<file path="src/rtl/occupancy_cell_odds_fusion_core_assert.svh">
// ----------------------------------------------------------------------------
// Assertion macros for the occupancy cell odds fusion core
// Each use names the label, the antecedent and the consequent.
// ----------------------------------------------------------------------------
`ifndef OCCUPANCY_CELL_ODDS_FUSION_CORE_ASSERT_SVH
`define OCCUPANCY_CELL_ODDS_FUSION_CORE_ASSERT_SVH

// same-cycle implication, sampled on clk, quiet during reset
`define OCOF_ASSERT_NOW(lbl, ante, cons) \
  lbl: assert property (@(posedge clk) disable iff (!rst_n) (ante) |-> (cons)) \
    else $error("ocof assertion failed");

// next-cycle implication, sampled on clk, quiet during reset
`define OCOF_ASSERT_NEXT(lbl, ante, cons) \
  lbl: assert property (@(posedge clk) disable iff (!rst_n) (ante) |=> (cons)) \
    else $error("ocof assertion failed");

`endif

</file>
<file path="src/rtl/ocof_pkg.sv">
`timescale 1ns / 1ps
// ----------------------------------------------------------------------------
// ocof_pkg
// Widths, constants and the divider stage record shared by the fusion core.
// ----------------------------------------------------------------------------
package ocof_pkg;

  localparam int NUM_FIELDS      = 3;
  localparam int NUM_SOURCES_DEF = 3;

  localparam int CW  = 8;   // cell field width
  localparam int PW  = 7;   // kept percent or complement, 0..100
  localparam int PPW = 14;  // product of two factors
  localparam int NW  = 20;  // product of three factors, at most 100^3
  localparam int TW  = NW + 1;  // N + D
  localparam int QW  = 7;   // quotient, 0..100
  localparam int RW  = TW + QW; // dividend and shifted divisor width

  localparam logic [CW-1:0] PCT_LIMIT    = CW'(100);
  localparam logic [PW-1:0] PCT_FULL     = PW'(100);
  localparam logic [PW-1:0] FACTOR_ONE   = PW'(1);
  localparam logic [RW-1:0] SCALE_X2     = RW'(200);
  localparam logic [CW-1:0] UNKNOWN_CODE = 8'hFF;

  typedef struct packed {
    logic          unk;
    logic [RW-1:0] rem;
    logic [TW-1:0] tot;
    logic [QW-1:0] quo;
  } ocof_div_t;

endpackage

</file>
<file path="src/rtl/ocof_front.sv">
`timescale 1ns / 1ps
// ----------------------------------------------------------------------------
// ocof_front
// Source decode, odds products and dividend set-up in three register stages.
// ----------------------------------------------------------------------------
module ocof_front #(
  parameter int NUM_SOURCES = ocof_pkg::NUM_SOURCES_DEF
) (
  input  logic                       clk,
  input  logic                       rst_n,
  input  logic                       en,
  input  logic                       in_vld,
  input  logic [ocof_pkg::CW-1:0]    cell_a,
  input  logic [ocof_pkg::CW-1:0]    cell_b,
  input  logic [ocof_pkg::CW-1:0]    cell_c,
  output logic                       out_vld_r,
  output ocof_pkg::ocof_div_t        out_dat_r
);

  logic [ocof_pkg::CW-1:0]  raw [ocof_pkg::NUM_FIELDS];
  logic [ocof_pkg::PW-1:0]  pf  [ocof_pkg::NUM_FIELDS];
  logic [ocof_pkg::PW-1:0]  df  [ocof_pkg::NUM_FIELDS];

  logic                     va_r, vb_r;
  logic [ocof_pkg::PPW-1:0] pab_r, dab_r;
  logic [ocof_pkg::PW-1:0]  pc_r, dc_r;
  logic [ocof_pkg::NW-1:0]  n_r, d_r;

  logic [ocof_pkg::TW-1:0]  tot;
  ocof_pkg::ocof_div_t      dat_nxt;

  assign raw[0] = cell_a;
  assign raw[1] = cell_b;
  assign raw[2] = cell_c;

  // keep a source only in 0..99 and within the configured count
  always_comb begin
    for (int k = 0; k < ocof_pkg::NUM_FIELDS; k++) begin
      if ((k < NUM_SOURCES) && (raw[k] < ocof_pkg::PCT_LIMIT)) begin
        pf[k] = raw[k][ocof_pkg::PW-1:0];
        df[k] = ocof_pkg::PCT_FULL - raw[k][ocof_pkg::PW-1:0];
      end else begin
        pf[k] = ocof_pkg::FACTOR_ONE;
        df[k] = ocof_pkg::FACTOR_ONE;
      end
    end
  end

  assign tot = ocof_pkg::TW'(n_r) + ocof_pkg::TW'(d_r);

  always_comb begin
    dat_nxt.unk = (n_r == d_r);
    dat_nxt.rem = ocof_pkg::RW'(n_r) * ocof_pkg::SCALE_X2 + ocof_pkg::RW'(tot);
    dat_nxt.tot = tot;
    dat_nxt.quo = '0;
  end

  always_ff @(posedge clk) begin
    if (!rst_n) begin
      va_r      <= 1'b0;
      vb_r      <= 1'b0;
      out_vld_r <= 1'b0;
    end else if (en) begin
      va_r      <= in_vld;
      vb_r      <= va_r;
      out_vld_r <= vb_r;
    end
  end

  always_ff @(posedge clk) begin
    if (en) begin
      pab_r     <= ocof_pkg::PPW'(pf[0]) * ocof_pkg::PPW'(pf[1]);
      dab_r     <= ocof_pkg::PPW'(df[0]) * ocof_pkg::PPW'(df[1]);
      pc_r      <= pf[2];
      dc_r      <= df[2];
      n_r       <= ocof_pkg::NW'(pab_r) * ocof_pkg::NW'(pc_r);
      d_r       <= ocof_pkg::NW'(dab_r) * ocof_pkg::NW'(dc_r);
      out_dat_r <= dat_nxt;
    end
  end

endmodule

</file>
<file path="src/rtl/ocof_div_step.sv">
`timescale 1ns / 1ps
// ----------------------------------------------------------------------------
// ocof_div_step
// One restoring division step: trial subtract of the shifted divisor.
// ----------------------------------------------------------------------------
module ocof_div_step #(
  parameter int SHIFT = 0
) (
  input  logic                clk,
  input  logic                rst_n,
  input  logic                en,
  input  logic                in_vld,
  input  ocof_pkg::ocof_div_t in_dat,
  output logic                out_vld_r,
  output ocof_pkg::ocof_div_t out_dat_r
);

  logic [ocof_pkg::RW-1:0] dvs;
  logic                    ge;
  ocof_pkg::ocof_div_t     dat_nxt;

  // divisor is 2*(N+D), weighted by this step's quotient bit
  assign dvs = {{(ocof_pkg::RW - ocof_pkg::TW - 1){1'b0}}, in_dat.tot, 1'b0} << SHIFT;
  assign ge  = (in_dat.rem >= dvs);

  always_comb begin
    dat_nxt     = in_dat;
    dat_nxt.rem = ge ? (in_dat.rem - dvs) : in_dat.rem;
    dat_nxt.quo = {in_dat.quo[ocof_pkg::QW-2:0], ge};
  end

  always_ff @(posedge clk) begin
    if (!rst_n) begin
      out_vld_r <= 1'b0;
    end else if (en) begin
      out_vld_r <= in_vld;
    end
  end

  always_ff @(posedge clk) begin
    if (en) begin
      out_dat_r <= dat_nxt;
    end
  end

endmodule

</file>
<file path="src/rtl/occupancy_cell_odds_fusion_core.sv">
`timescale 1ns / 1ps
// ----------------------------------------------------------------------------
// occupancy_cell_odds_fusion_core
// Bayesian odds fusion of one grid cell from up to three source occupancies.
// ----------------------------------------------------------------------------
//
//   channel  | direction | handshake             | beat payload
//   ---------+-----------+-----------------------+------------------------------
//   in_      | input     | in_valid / in_stall   | in_cell_a, in_cell_b, in_cell_c
//   out_     | output    | out_valid / out_stall | out_fused_cell
//
// Pipeline: one beat accepted per clock while the output is not held; each
//   beat passes through 3 front stages (decode and first product, second
//   product, dividend set-up), then 7 divider stages, one quotient bit each.
// Reset: synchronous, active low; clears every stage valid bit, payload is
//   left as it is.
// Stalls: the whole pipe holds while the output beat waits; in_stall is high
//   exactly then, so nothing is dropped or repeated.
//
// Kept sources (0..99) give N = prod p and D = prod (100 - p). Equal N and D,
// including no kept source, give unknown (-1). Otherwise the result is
// floor((200*N + N + D) / (2*(N + D))), i.e. 100*N/(N+D) rounded half up.
// ----------------------------------------------------------------------------
`include "occupancy_cell_odds_fusion_core_assert.svh"

module occupancy_cell_odds_fusion_core #(
  parameter int NUM_SOURCES = ocof_pkg::NUM_SOURCES_DEF
) (
  input  logic                           clk,
  input  logic                           rst_n,
  input  logic                           in_valid,
  output logic                           in_stall,
  input  logic signed [ocof_pkg::CW-1:0] in_cell_a,
  input  logic signed [ocof_pkg::CW-1:0] in_cell_b,
  input  logic signed [ocof_pkg::CW-1:0] in_cell_c,
  output logic                           out_valid,
  input  logic                           out_stall,
  output logic signed [ocof_pkg::CW-1:0] out_fused_cell
);

  localparam int QW = ocof_pkg::QW;

  // pipe advances unless the finished beat is held at the output
  logic                en;
  logic                vld [QW+1];
  ocof_pkg::ocof_div_t dat [QW+1];
  logic [QW:0]         vld_vec;

  assign en       = !(vld[QW] && out_stall);
  assign in_stall = !en;

  ocof_front #(
    .NUM_SOURCES (NUM_SOURCES)
  ) u_front (
    .clk       (clk),
    .rst_n     (rst_n),
    .en        (en),
    .in_vld    (in_valid),
    .cell_a    (in_cell_a),
    .cell_b    (in_cell_b),
    .cell_c    (in_cell_c),
    .out_vld_r (vld[0]),
    .out_dat_r (dat[0])
  );

  // quotient bits from most significant down, one register stage each
  for (genvar i = 0; i < QW; i++) begin : g_div
    ocof_div_step #(
      .SHIFT (QW - 1 - i)
    ) u_step (
      .clk       (clk),
      .rst_n     (rst_n),
      .en        (en),
      .in_vld    (vld[i]),
      .in_dat    (dat[i]),
      .out_vld_r (vld[i+1]),
      .out_dat_r (dat[i+1])
    );
  end

  for (genvar j = 0; j <= QW; j++) begin : g_vvec
    assign vld_vec[j] = vld[j];
  end

  // the last divider stage is the output register
  assign out_valid      = vld[QW];
  assign out_fused_cell = dat[QW].unk ? $signed(ocof_pkg::UNKNOWN_CODE)
                                      : $signed({1'b0, dat[QW].quo});

  // fused value is unknown or a percentage, never anything else
  `OCOF_ASSERT_NOW(a_fused_range, out_valid, out_fused_cell >= -1 && out_fused_cell <= 100)
  // a held output freezes every stage valid bit
  `OCOF_ASSERT_NEXT(a_pipe_frozen, out_valid && out_stall, $stable(vld_vec))
  // an accepted beat lands in the first stage
  `OCOF_ASSERT_NEXT(a_beat_enters, in_valid && !in_stall, u_front.va_r)

endmodule
</file>
<file path="config.mk">
export PLATFORM = sky130hd
export DESIGN_NAME = occupancy_cell_odds_fusion_core
export DESIGN_NICKNAME = d
export VERILOG_FILES = /design/src/rtl/ocof_pkg.sv /design/src/rtl/ocof_front.sv /design/src/rtl/ocof_div_step.sv /design/src/rtl/occupancy_cell_odds_fusion_core.sv
export VERILOG_INCLUDE_DIRS = /design/src /design/src/rtl
export SDC_FILE = /design/constraint.sdc
export NUM_CORES = 2
export LEC_CHECK = 0
export BUFFER_PORTS_ARGS = -buffer_cell sky130_fd_sc_hd__buf_4
export CORE_MARGIN = 1
export CORE_UTILIZATION = 45
export CTS_CLUSTER_SIZE = 16
export DETAILED_ROUTE_END_ITERATION = 7
export PLACE_DENSITY = 0.57
export SETUP_SLACK_MARGIN = 0.05
export SLEW_MARGIN = 20
export SYNTH_ARGS = -nofsm -noshare
export SYNTH_HDL_FRONTEND = slang
export SYNTH_HIERARCHICAL = 1
export SYNTH_SLANG_ARGS = --single-unit
</file>
<file path="constraint.sdc">
create_clock -name clk -period 20.3 [get_ports clk]
set_input_delay 0 -clock clk [delete_from_list [all_inputs] [get_ports clk]]
set_output_delay 0 -clock clk [all_outputs]
set_load 0.05 [all_outputs]
</file>
Word level (Yosys, flattened, before mapping) --
Index checks and enable logic that the tools add are counted.
Operators by class: $add $sub $neg 11, $mul 5, order comparisons 10, equal/unequal tests 1, muxes and demuxes 11, reductions and logical operators 1
Operators by type and width (number):
- two-way mux 28 bit | 6
- multiplier 14 x 7 -> 20 bit | 2
- adder 28 x 21 -> 28 bit | 1
- greater-or-equal comparator 28 x 22 -> 1 bit | 1
- greater-or-equal comparator 28 x 23 -> 1 bit | 1
- greater-or-equal comparator 28 x 24 -> 1 bit | 1
- greater-or-equal comparator 28 x 25 -> 1 bit | 1
- greater-or-equal comparator 28 x 26 -> 1 bit | 1
- greater-or-equal comparator 28 x 27 -> 1 bit | 1
- greater-or-equal comparator 28 bit | 1
- multiplier 7 x 7 -> 14 bit | 2
- two-way mux 7 bit | 4
- subtractor 28 x 23 -> 28 bit | 1
- subtractor 28 x 24 -> 28 bit | 1
- subtractor 28 x 25 -> 28 bit | 1
- subtractor 28 x 26 -> 28 bit | 1
- subtractor 28 x 27 -> 28 bit | 1
- subtractor 28 bit | 1
- multiplier 20 x 5 -> 25 bit, second input constant | 1
- less-than comparator 8 x 7 -> 1 bit, second input constant | 3
- adder 20 x 20 -> 21 bit | 1
- subtractor 7 bit, first input constant | 3
- equality test 20 bit | 1
- two-way mux 8 bit | 1
- logical AND 1 bit | 1
Word-level totals: flip-flop bits (word level) 471, input bits 28, output and inout bits 10, word-level logic and storage cells 84

Longest topological paths before layout --
depth after elaboration 3, depth in mapped cells 22, mapped depth without buffers 22

Hierarchy --
The synthesis kept the hierarchy.
By module, submodules not included:
- ocof_front | instances 1, cells each 1801, area each 17132.7 µm²
- ocof_div_step at g_div[2].u_step | instances 1, cells each 314, area each 3565.9 µm²
- ocof_div_step at g_div[1].u_step | instances 1, cells each 291, area each 3432.0 µm²
- ocof_div_step at g_div[0].u_step | instances 1, cells each 297, area each 3430.8 µm²
- ocof_div_step at g_div[5].u_step | instances 1, cells each 322, area each 3424.5 µm²
- ocof_div_step at g_div[3].u_step | instances 1, cells each 301, area each 3405.8 µm²
- ocof_div_step at g_div[4].u_step | instances 1, cells each 286, area each 3308.2 µm²
- ocof_div_step at g_div[6].u_step | instances 1, cells each 295, area each 3308.2 µm²
- occupancy_cell_odds_fusion_core | instances 1, cells each 9, area each 53.8 µm²

Worst setup path after synthesis --
OpenSTA, ideal clock, no wires.
kind flip-flop to flip-flop, start register g_div[6].u_step.out_vld_r, end register g_div[0].u_step/out_dat_r[0] (netlist name) (enable), library setup time 3845 ps, arrival 9465 ps, required time 16455 ps, slack 6990 ps, cell stages (with the launch flop) 2, buffers on the path 0, period minus slack after synthesis 13310 ps, cell sequence dfxtp_1 > nand2_1
On the way: longest elaborated chain between the ends 1
Ends and longest elaborated chain:
- start, declared | line ocof_div_step.sv:14 | output logic out_vld_r,
- start signal, assigned | line ocof_div_step.sv:36 | out_vld_r <= in_vld;
- logical AND 1 bit | line occupancy_cell_odds_fusion_core.sv:49 | assign en = !(vld[QW] && out_stall);
- end signal, assigned | line ocof_div_step.sv:42 | out_dat_r <= dat_nxt;
- end, declared | line ocof_div_step.sv:15 | output ocof_pkg::ocof_div_t out_dat_r
No other way between the ends. A chain may end at the register's enable or synchronous reset.

Final worst setup path --
start register u_front/pc_r[1] (netlist name), end register u_front/n_r[19] (netlist name) (data pin)
On the way: longest elaborated chain between the ends 1
Ends and longest elaborated chain:
- start, declared | line ocof_front.sv:26 | logic [ocof_pkg::PW-1:0] pc_r, dc_r;
- start signal, assigned | line ocof_front.sv:74 | pc_r <= pf[2];
- multiplier 14 x 7 -> 20 bit | line ocof_front.sv:76 | n_r <= ocof_pkg::NW'(pab_r) * ocof_pkg::NW'(pc_r);
- end signal, assigned | line ocof_front.sv:76
- end, declared | line ocof_front.sv:27 | logic [ocof_pkg::NW-1:0] n_r, d_r;
No other way between the ends.

==> reports/metrics.yaml <==
status:
  status: "finished clean"
routing:
  first_iter_violations: 1383
  ant_nets: 0
  vias: 26200
  drt_pre_antenna_iters: 5
  drcViolationCount: 0
  via_per_inst: 5.40
  post_drt_wl_per_cell_um: 17.4
  drt-total-wl_um: 84400
cts:
  post_cts_buffers: 0
  cts_root_buf: "clkbuf_16"
  clk_pin_slew_ns: 0.06
  cts_resized: 0
  clock_latency_ns: 0.63
  cts_buffer_depth: 3
  htree_levels: 2
  cts_tree: "built"
  cts.sinks: 464
  cts_inserted_buffers: 54
worst_setup_path:
  path_class: "flip-flop to flip-flop"
  critPathCaptureType: "flip-flop"
  reg2reg_depth: 17
  cp_slowest_cell: "edfxtp_1"
  crit_chain: "nand2_1 -> fa_1 -> fa_1 -> inv_1 -> fa_1 -> inv_1 -> fa_1 -> inv_1 -> ha_1 -> a21o_1 -> a21o_1 -> a21oi_1 -> o311ai_0 -> a211oi_1 -> o31ai_1 -> a21oi_1 -> xnor2_1"
  reg2reg_slack_ns: 15.01
  path_delay_family: "adder cells"
  critical_path.max_stage_delay_ns: 0.70
  crit_required_ns: 20.66
  worstSetupStartpointType: "flip-flop"
  r2r-end: "u_front/n_r[19]$_DFFE_PP_"
  cpMostUsedCell: "fa_1"
  rr_startpoint: "u_front/pc_r[1]$_SDFFCE_PP0P_"
  path_buf_inv: 3
  arrival_ns: 5.65
  cp_max_fo: 14
pwr:
  p_leak_nw: 18.4
  peakVddDrop_mv: 0.249
  p_per_area_nw_per_um2: 196
floorplanning:
  ios: 38
  rows: 106
  die_w_um: 292
  die_height_um: 292
  initial_core_util: 0.454
  coreArea_um2: 83600
  die_area_um2: 85500
sta:
  fin_hold_ws_ns: 0.0560
  relSlewSlack: 0.337
  max_freq_mhz: 189
  tns_ns: 0
  fin_ws_ns: 15.01
  hold_viol: 0
  maxSlewViolCount: 0
  finalSetupViolations: 0
  finalCritPeriodShare: 0.260
  period_needed_ns: 5.29
  fin_skew_ns: 0.0340
  rsz0062_at_grt: "false"
  worst-slew-pin-transition_ns: 0.995
placed_design:
  io_buffer_count: 37
  pre_cts_slack_ns: 14.89
  placed_area_um2: 39200
  gp_congestion: 0.870
  hpwl_um: 67600
cells_and_area:
  final_cell_mix: "inv_1, edfxtp_1, ha_1"
  multi_input_area_um2: 21800
  layout_commonest_cell: "inv_1"
  nets: 4333
  drive_above_1_share: 0.0766
  stdcell_area_um2: 41200
  syn2layout_area_growth_pct: 8.61
  fillerInstances: 7818
  seq_area_um2: 13800
synthesis:
  yosys_warnings: 6
  synthCells: 3694
  synth.cell_area_um2: 37900
  syn_avg_cell_area_um2: 10.3
hold_path:
  min_path_type: "input port to flip-flop"
  hold_end: "u_front/pab_r[0]$_DFFE_PP_"
  hp-start: "in_cell_b[0]"
  hold_path_depth: 4
global_route:
  met1_usage: 0.252
  track_usage: 0.202
  grt_pass1_vias: 26500
  grt_start_max_net_pins: 180
  use_met2: 0.366
  overflow: 0
  antenna_found_initial: 0
  grt.met3_usage: 0.0222
  grt_pass1_wl_um: 139000
  top_usage_layer: "met2"
run:
  maxCapViolations: 0
==> metrics by stage <==
step / std cells / util / total power [W]
floorplan: 3695 / - / 0.00598
global placement: 4737 / 0.469 / 0.00707
detailed placement: 4737 / 0.469 / 0.00709
CTS: 4851 / 0.493 / 0.00812
global route: 4851 / 0.493 / 0.00882
finish: 4852 / 0.493 / 0.00808
==> worst min-delay path, cell delays in order <==
cell    delay (ns)
buf_4         0.08
inv_1         0.06
and2_1        0.26
nor2_1        0.13
==> report_power, final <==
group / internal [W] / switching (W) / total (W)
clock: 0.000572 / 0.000408 / 0.000980
sequential: 0.00173 / 0.000285 / 0.00202
combinational: 0.00221 / 0.00287 / 0.00508
==> per-layer routing <==
layer	vias up	routed length (um)	part of all wire
li1	13100	-	-
met5	-	0	0
met1	12600	37000	0.44
met4	0	2570	0.030
met2	376	42500	0.50
met3	111	2380	0.028
==> repair_timing <==
action	4_1_cts	5_1_grt
hold buffers	16	0
setup endpoints to repair	0	0
endpoints found under the hold margin	24	0
==> layout make-up <==
type,count,share of cell area
Multi-Input combinational cell,2650,0.529
Timing Repair Buffer,62,0.0126
Clock buffer,59,0.0332
Sequential cell,464,0.336
Clock inverter,39,0.0112
Tap cell,1080,0.0328
Inverter,497,0.0456
Antenna cell,1,0.0000607
==> sequential cells by signal, summed over array words and instances, names as in the netlist <==
signal                  cells
g_div.u_step/out_dat_r    329
u_front/out_dat_r          46
u_front/n_r                20
u_front/d_r                19
u_front/pab_r              14
u_front/dab_r              13
g_div.u_step/out_vld_r      7
u_front/pc_r                7
u_front/dc_r                6
u_front/out_vld_r           1
u_front/va_r                1
u_front/vb_r                1
==> worst max path at each step <==
stage                                           startpoint                                      to  slack, ns  cells after the start
floorplan           g_div[6].u_step/out_vld_r$_SDFFE_PN0P_  g_div[0].u_step/out_dat_r[0]$_DFFE_PP_       8.58                      1
global placement                              in_cell_a[2]             u_front/dab_r[12]$_DFFE_PP_      14.88                     21
detailed placement                            in_cell_a[2]             u_front/dab_r[12]$_DFFE_PP_      14.89                     21
CTS                          u_front/pc_r[1]$_SDFFCE_PP0P_               u_front/n_r[19]$_DFFE_PP_      15.02                     17
global route                 u_front/pc_r[1]$_SDFFCE_PP0P_               u_front/n_r[19]$_DFFE_PP_      14.76                     17
finish                       u_front/pc_r[1]$_SDFFCE_PP0P_               u_front/n_r[19]$_DFFE_PP_      15.01                     17
Note: power is estimated with default switching activity, not from simulation.
